<file path="config.mk">
export PLATFORM = sky130hd
export DESIGN_NAME = interval_stats_monitor
export DESIGN_NICKNAME = d
export VERILOG_FILES = /design/src/rtl/core/ism_pkg.sv /design/src/rtl/core/ism_stats.sv /design/src/rtl/core/ism_us_conv.sv /design/src/rtl/core/interval_stats_monitor.sv
export VERILOG_INCLUDE_DIRS = /design/src /design/src/rtl/core
export SDC_FILE = /design/constraint.sdc
export NUM_CORES = 2
export LEC_CHECK = 0
export BUFFER_PORTS_ARGS = -buffer_cell sky130_fd_sc_hd__buf_2
export CORE_AREA = 2 2 705 356
export CTS_BUF_LIST = sky130_fd_sc_hd__clkbuf_2 sky130_fd_sc_hd__clkbuf_4 sky130_fd_sc_hd__clkbuf_8
export DETAILED_ROUTE_END_ITERATION = 8
export DIE_AREA = 0 0 707 358
export GPL_ROUTABILITY_DRIVEN = 0
export SYNTH_ARGS = -nofsm -noshare
export SYNTH_HDL_FRONTEND = slang
export SYNTH_SLANG_ARGS = --single-unit
</file>
<file path="constraint.sdc">
create_clock -name clk -period 28.4 [get_ports clk]
set_input_delay 0 -clock clk [delete_from_list [all_inputs] [get_ports clk]]
set_output_delay 0 -clock clk [all_outputs]
set_load 0.05 [all_outputs]
</file>
<file path="src/rtl/core/interval_stats_monitor_defines.svh">
// Assertion macros shared by the interval statistics monitor RTL.
// Needs clk and arst_n in the scope of each use.
`ifndef INTERVAL_STATS_MONITOR_DEFINES_SVH
`define INTERVAL_STATS_MONITOR_DEFINES_SVH

// clocked, reset-qualified property body
`define ISM_PROP(p) @(posedge clk) disable iff (!arst_n) (p)

`define ISM_ASSERT(lbl, p, msg) \
	lbl: assert property (`ISM_PROP(p)) else $error(msg);

`endif

</file>
<file path="src/rtl/core/ism_pkg.sv">
// Package for the interval statistics monitor: opcodes, widths, constants, control structs.
// No dependencies.
`default_nettype none
package ism_pkg;

	localparam int TICKS_PER_US = 96;
	localparam int AVG_SHIFT = 6;

	localparam logic [1:0] OP_START  = 2'd0;
	localparam logic [1:0] OP_STOP   = 2'd1;
	localparam logic [1:0] OP_REPORT = 2'd2;

	localparam int CNT_W = 32;
	localparam int OP_W = 2;
	localparam int US_W = 26;
	localparam int MAX_US_W = 25;
	localparam int OUT_DATA_W = 80;

	localparam logic [CNT_W-1:0] MIN_RESET = 32'h4000_0000;

	localparam int SUM_W = CNT_W + AVG_SHIFT + 1;
	localparam int AVG_HALF = 1 << (AVG_SHIFT - 1);

	localparam int US_HALF = TICKS_PER_US / 2;
	localparam int M_W = CNT_W;
	localparam longint unsigned RECIP = (64'd1 << M_W) / TICKS_PER_US;
	localparam int R_W = $clog2(RECIP + 1);
	localparam int PROD_W = M_W + R_W;
	localparam int Q_W = M_W - $clog2(TICKS_PER_US + 1) + 1;

	typedef struct packed {
		logic s1_load;
		logic s1_fire;
	} stats_ctl_t;

	typedef struct packed {
		logic en_s3;
		logic en_s4;
	} conv_ctl_t;

endpackage
`default_nettype wire

</file>
<file path="src/rtl/core/ism_stats.sv">
// Input register, running min/max/average state and report capture.
// Depends on ism_pkg and interval_stats_monitor_defines.svh.
`default_nettype none
`include "interval_stats_monitor_defines.svh"
module ism_stats (
	input  wire                              clk,
	input  wire                              arst_n,
	input  ism_pkg::stats_ctl_t              ctl,
	input  wire        [ism_pkg::OP_W-1:0]   opcode,
	input  wire        [ism_pkg::CNT_W-1:0]  counter_value,
	output logic                             report_ok,
	output logic signed [ism_pkg::CNT_W-1:0] avg_s2,
	output logic signed [ism_pkg::CNT_W-1:0] min_s2,
	output logic signed [ism_pkg::CNT_W-1:0] max_s2
);

	logic        [ism_pkg::OP_W-1:0]  op_s1;
	logic        [ism_pkg::CNT_W-1:0] cnt_s1;
	logic        [ism_pkg::CNT_W-1:0] start_q;
	logic signed [ism_pkg::CNT_W-1:0] min_q;
	logic signed [ism_pkg::CNT_W-1:0] max_q;
	logic signed [ism_pkg::CNT_W-1:0] avg_q;
	logic signed [ism_pkg::CNT_W-1:0] delta;
	logic signed [ism_pkg::SUM_W-1:0] sum;
	logic signed [ism_pkg::SUM_W-1:0] sum_sh;

	always_ff @(posedge clk) begin
		if (ctl.s1_load) begin
			op_s1  <= opcode;
			cnt_s1 <= counter_value;
		end
	end

	always_comb begin
		delta = signed'(cnt_s1 - start_q);
		sum = (ism_pkg::SUM_W'(avg_q) <<< ism_pkg::AVG_SHIFT) - ism_pkg::SUM_W'(avg_q)
			+ ism_pkg::SUM_W'(delta) + ism_pkg::SUM_W'(ism_pkg::AVG_HALF);
		sum_sh = sum >>> ism_pkg::AVG_SHIFT;
		report_ok = (op_s1 == ism_pkg::OP_REPORT) && (max_q > 0);
	end

	always_ff @(posedge clk or negedge arst_n) begin
		if (!arst_n) begin
			start_q <= '0;
			min_q   <= signed'(ism_pkg::MIN_RESET);
			max_q   <= '0;
			avg_q   <= '0;
		end else if (ctl.s1_fire) begin
			case (op_s1)
				ism_pkg::OP_START: begin
					start_q <= cnt_s1;
				end
				ism_pkg::OP_STOP: begin
					if (delta > max_q) max_q <= delta;
					if (delta < min_q) min_q <= delta;
					avg_q <= sum_sh[ism_pkg::CNT_W-1:0];
				end
				ism_pkg::OP_REPORT: begin
					if (max_q > 0) begin
						min_q <= signed'(ism_pkg::MIN_RESET);
						max_q <= '0;
					end
				end
				default: begin
				end
			endcase
		end
	end

	always_ff @(posedge clk) begin
		if (ctl.s1_fire && report_ok) begin
			avg_s2 <= avg_q;
			min_s2 <= min_q;
			max_s2 <= max_q;
		end
	end

	`ISM_ASSERT(a_report_clears, ctl.s1_fire && report_ok |=> max_q == 0 && min_q == signed'(ism_pkg::MIN_RESET), "report did not clear extremes")
	`ISM_ASSERT(a_start_latch, ctl.s1_fire && op_s1 == ism_pkg::OP_START |=> start_q == $past(cnt_s1), "start count not latched")
	`ISM_ASSERT(a_stop_bounds, ctl.s1_fire && op_s1 == ism_pkg::OP_STOP |=> max_q >= $past(delta) && min_q <= $past(delta), "extremes do not bound last duration")

endmodule
`default_nettype wire

</file>
<file path="src/rtl/core/ism_us_conv.sv">
// Tick to microsecond conversion, (x + half) / ticks truncated toward zero, two stages.
// Reciprocal multiply then one correction step. Depends on ism_pkg.
`default_nettype none
module ism_us_conv (
	input  wire                              clk,
	input  ism_pkg::conv_ctl_t               ctl,
	input  wire signed [ism_pkg::CNT_W-1:0]  ticks,
	output logic       [ism_pkg::US_W-1:0]   us_s4
);

	logic signed [ism_pkg::CNT_W:0]    y;
	logic        [ism_pkg::CNT_W:0]    y_abs;
	logic                              neg_s3;
	logic        [ism_pkg::M_W-1:0]    m_s3;
	logic        [ism_pkg::PROD_W-1:0] prod_s3;
	logic        [ism_pkg::Q_W-1:0]    q_est;
	logic        [ism_pkg::M_W-1:0]    rem;
	logic        [ism_pkg::Q_W-1:0]    q;
	logic        [ism_pkg::CNT_W-1:0]  mag;
	logic        [ism_pkg::CNT_W-1:0]  res;

	always_comb begin
		y = (ism_pkg::CNT_W+1)'(ticks) + (ism_pkg::CNT_W+1)'(ism_pkg::US_HALF);
		y_abs = y[ism_pkg::CNT_W] ? -y : y;
	end

	always_ff @(posedge clk) begin
		if (ctl.en_s3) begin
			neg_s3  <= y[ism_pkg::CNT_W];
			m_s3    <= y_abs[ism_pkg::M_W-1:0];
			prod_s3 <= ism_pkg::PROD_W'(y_abs[ism_pkg::M_W-1:0])
				* ism_pkg::PROD_W'(ism_pkg::RECIP);
		end
	end

	// estimate is at most one low
	always_comb begin
		q_est = ism_pkg::Q_W'(prod_s3 >> ism_pkg::M_W);
		rem = m_s3 - ism_pkg::M_W'(q_est) * ism_pkg::M_W'(ism_pkg::TICKS_PER_US);
		q = q_est + ism_pkg::Q_W'(rem >= ism_pkg::M_W'(ism_pkg::TICKS_PER_US));
		mag = ism_pkg::CNT_W'(q);
		res = neg_s3 ? -mag : mag;
	end

	always_ff @(posedge clk) begin
		if (ctl.en_s4) us_s4 <= res[ism_pkg::US_W-1:0];
	end

endmodule
`default_nettype wire

</file>
<file path="src/rtl/core/interval_stats_monitor.sv">
// Top level of the interval statistics monitor: stage control and output packing.
// Depends on ism_pkg, ism_stats, ism_us_conv and interval_stats_monitor_defines.svh.
//
// channel  dir  handshake             payload
// s_*      in   s_tvalid / s_tready   tuser: opcode[1:0]; tdata: counter_value[31:0]
// m_*      out  m_tvalid / m_tready   tdata: avg_us[25:0], min_us[51:26], max_us[76:52]
//
// One request per cycle unless the output stalls. Stages: input register, state
// update with report capture, reciprocal multiply, correction into the output register.
// A report with max > 0 goes through the stages to m_tvalid; other opcodes give nothing.
// A stalled output backs up stage by stage; s_tready drops only when all stages hold data.
// arst_n clears valids and the statistics state (min 2^30, max 0, avg 0, start 0).
`default_nettype none
`include "interval_stats_monitor_defines.svh"
module interval_stats_monitor (
	input  wire                                 clk,
	input  wire                                 arst_n,
	input  wire                                 s_tvalid,
	output logic                                s_tready,
	input  wire  [ism_pkg::CNT_W-1:0]           s_tdata,  // counter_value[31:0]
	input  wire  [ism_pkg::OP_W-1:0]            s_tuser,  // opcode[1:0]
	output logic                                m_tvalid,
	input  wire                                 m_tready,
	output logic [ism_pkg::OUT_DATA_W-1:0]      m_tdata   // avg_us, min_us, max_us, zero pad
);

	logic v_s1, v_s2, v_s3, v_s4;
	logic en1, en2, en3, en4;
	logic report_ok;
	ism_pkg::stats_ctl_t sctl;
	ism_pkg::conv_ctl_t  cctl;
	logic signed [ism_pkg::CNT_W-1:0] avg_s2, min_s2, max_s2;
	logic [ism_pkg::US_W-1:0] avg_us, min_us, max_us;

	always_comb begin
		en4 = !v_s4 || m_tready;
		en3 = !v_s3 || en4;
		en2 = !v_s2 || en3;
		en1 = !v_s1 || en2;
		s_tready = en1;
		sctl.s1_load = s_tvalid && en1;
		sctl.s1_fire = v_s1 && en2;
		cctl.en_s3 = en3;
		cctl.en_s4 = en4;
	end

	always_ff @(posedge clk or negedge arst_n) begin
		if (!arst_n) begin
			v_s1 <= 1'b0;
			v_s2 <= 1'b0;
			v_s3 <= 1'b0;
			v_s4 <= 1'b0;
		end else begin
			if (en1) v_s1 <= s_tvalid;
			if (en2) v_s2 <= v_s1 && report_ok;
			if (en3) v_s3 <= v_s2;
			if (en4) v_s4 <= v_s3;
		end
	end

	ism_stats u_stats (
		.clk           (clk),
		.arst_n        (arst_n),
		.ctl           (sctl),
		.opcode        (s_tuser),
		.counter_value (s_tdata),
		.report_ok     (report_ok),
		.avg_s2        (avg_s2),
		.min_s2        (min_s2),
		.max_s2        (max_s2)
	);

	ism_us_conv u_conv_avg (.clk(clk), .ctl(cctl), .ticks(avg_s2), .us_s4(avg_us));
	ism_us_conv u_conv_min (.clk(clk), .ctl(cctl), .ticks(min_s2), .us_s4(min_us));
	ism_us_conv u_conv_max (.clk(clk), .ctl(cctl), .ticks(max_s2), .us_s4(max_us));

	assign m_tvalid = v_s4;
	assign m_tdata = {
		(ism_pkg::OUT_DATA_W - 2*ism_pkg::US_W - ism_pkg::MAX_US_W)'(0),
		max_us[ism_pkg::MAX_US_W-1:0], min_us, avg_us};

	`ISM_ASSERT(a_full_stall, v_s1 && v_s2 && v_s3 && v_s4 && !m_tready |-> !s_tready, "request taken into a full pipeline")
	`ISM_ASSERT(a_report_capture, v_s1 && en2 && report_ok |=> v_s2, "report with data was dropped")
	`ISM_ASSERT(a_accept_lands, s_tvalid && s_tready |=> v_s1, "accepted request not registered")

endmodule
`default_nettype wire
</file>
==> out/results.tsv <==
metric	value	unit
drive_above_1_share	6.43	%
synthTopCellsByArea	fa_1, ha_1, edfxtp_1, inv_1, dfrtp_1	
yosysWarningCount	0	
worst_slew_pin_slew	1310	ps
async_flop_share	26.3	%
worst_slack	17180	ps
viasPerCell	4.73	
fp-row-count	129	
period_needed	11220	ps
grt-ovfl-total	0	
dp_slack	17250	ps
postSynthAreaPerCell	9.73	um^2
clk-insertion-delay-late	840	ps
clock.fmax	89.1	MHz
synth_top_cell_by_area	fa_1	
vias	53000	
grt_max_degree	72	
grt_pass1_vias	55000	
crit_path_end_kind	flip-flop	
htree_num_levels	3	
nets	9946	
cts_tree	built	
run_status	completed	
syn_to_final_growth	10.5	%
pin_count	120	
min_path_type	input pin to flip-flop	
ant_nets	0	
port_buffers	116	
cap_viol_max_count	0	
core_area	246000	um^2
crit_fanout	17	
final-seq-area	14400	um^2
yosysSeqAreaShare	19.5	%
yosysMostFrequentCell	inv_1	
post_cts_buffers	0	
cp-start-kind	flip-flop	
crit_slowest_cell	xnor2_1	
critical_path_arrival	11730	ps
hold_viol	0	
numClockSinks	501	
utilization	33.1	%
dp.cells	11000	
synth_edf_count	369	
grt_pass1_wl	306	mm
yosysTopAreaCellShare	23.5	%
antenna_found_initial	3	
drt-total-wl	195	mm
slew_viol_final	0	
slew_headroom	11.9	%
finalCritPeriodShare	39.5	%
initial_core_util	29.9	%
instances_no_fill	11200	
detail_route.wl_per_cell	17.4	um
synth_flop_cell	edfxtp_1	
synth.cell_area	73700	um^2
dp_hpwl	166	mm
fin_worst_skew	78.1	ps
cts-root-buf	clkbuf_8	
cts_buffers	89	
clkTransAtPathRegs	60	ps
netlist_top_cells_count	inv_1, ha_1, fa_1	
path_class	flip-flop to flip-flop	
dieArea	253000	um^2
syn-instance-count	7574	
drc	0	
multi_input_area	51900	um^2
fin_setup_tns	0	ps
initialDrtViolationCount	3066	
track_usage	15.4	%
first_pass_iters	6	
die_y	358	um
slowest_delay	640	ps
ys_ff_latch	501	
nFillCells	25100	
clockBufferDepth	3	
fp.dieW	707	um
crit_required	28910	ps
rsz0062_at_grt	no	
yosysUniqueCellTypes	89	
setup_viol	0	
registers in the layout, summed over array words and instances (netlist names), 2 cells and up:
name and count:
u_stats.cnt_s1 32, u_conv_min.prod_s3 26, u_conv_avg.prod_s3 26, u_stats.op_s1 2, u_conv_avg.m_s3 27, u_conv_max.us_s4 25, u_stats.avg_s2 32, u_stats.min_q 32
u_stats.max_q 32, u_conv_max.m_s3 27, u_stats.min_s2 32, u_conv_min.m_s3 27, u_conv_max.prod_s3 26, u_stats.max_s2 32, u_conv_min.us_s4 26, u_conv_avg.us_s4 26
u_stats.avg_q 32, u_stats.start_q 32
logic make-up after synthesis:
| logic type | count (synthesis) | synth area share (%) |
|---|---|---|
| DFF | 501 | 19.5 |
| and+or+nand+nor | 1260 | 8.61 |
| other | 1 | 0.00509 |
| muxes | 109 | 1.63 |
| xor gates and xnor gates | 570 | 6.77 |
| buffers and inverters | 1969 | 10.1 |
| adders and majority gates | 2055 | 43.7 |
| AOI/OAI and AO/OA | 1109 | 9.74 |
stage by stage:
step,cell area [um^2],hold slack [ps]
global placement,78700,80.9
finish,81500,245
detailed placement,78700,84.6
global route,81500,238
floorplan,73700,-296
CTS,81500,163
placed cells by master (no fill, tap or decap), types with 14 or more instances in the layout:
master,count
dfrtp_1,131
nand2b_1,60
fa_1,864
a21o_1,130
nor2_1,241
a211oi_1,38
a31o_2,14
nor2b_1,45
dlygate4sd3_1,74
o21ai_0,257
nand3_1,153
edfxtp_1,369
and3_1,57
inv_1,1869
o211ai_1,21
or2_2,23
xnor2_1,328
mux2i_1,20
and2_1,38
nor3_1,75
a2111oi_0,17
xor2_1,242
ha_1,1191
nand4_1,97
and4_1,21
nand2_1,333
mux2_2,89
o21bai_1,35
a31oi_1,43
or3_1,25
o22ai_1,14
buf_2,115
o21a_1,54
o31ai_1,40
buf_4,92
clkbuf_4,24
a21oi_1,289
clkinv_2,15
clkbuf_8,95
nor4_1,32
critical path, delay by kind of cell, from the launching register on:
| family | cells | cell delay [ps] |
|---|---|---|
| and+or+nand+nor | 7 | 2180 |
| DFF | 1 | 490 |
| adders and majority gates | 9 | 4260 |
| xor gates and xnor gates | 2 | 870 |
| AOI/OAI and AO/OA | 9 | 2220 |
| muxes | 1 | 220 |
| buffers and inverters | 6 | 690 |
final cells by class:
| cell class | count | area share, % |
|---|---|---|
| inverters | 1872 | 8.63 |
| flip-flops and latches | 501 | 17.7 |
| clock inverters | 48 | 0.587 |
| diodes | 1 | 0.00307 |
| well taps | 3275 | 5.03 |
| multi-input cells | 5106 | 63.8 |
| repair buffers | 283 | 2.51 |
| clock buffers | 119 | 1.83 |
layer usage:
layer / GRT usage [%] / vias up / wire, um
li1: - / 25500 / -
met1: 20.6 / 26000 / 88600
met2: 25.5 / 1184 / 89800
met3: 2.73 / 275 / 11000
met4: 4.56 / 4 / 5800
met5: 0 / - / 27
what timing repair did:
action,in CTS,in global routing
gates resized for setup,0,0
hold buffers,75,0
endpoints found under the hold margin,180,0
final timing paths:
| path | from | to | slack [ps] | cells after the start |
|---|---|---|---|---|
| hold reg to reg | u_stats.avg_q[31] | u_stats.avg_s2[31] | 460 | 0 |
| hold / removal | m_tready | v_s2 | 240 | 6 |
| setup / recovery | u_stats.min_s2[4] | u_conv_min.prod_s3[57] | 17180 | 34 |
| max in group asynchronous | arst_n | u_stats.min_q[13] | 27210 | 4 |
| setup reg to reg | u_stats.min_s2[4] | u_conv_min.prod_s3[57] | 17180 | 34 |
| min in group asynchronous | arst_n | u_stats.start_q[1] | 330 | 4 |
Power is left out: the tool's default activity adds up to more than one toggle a clock period on the data nets, which glitch-free logic cannot reach.
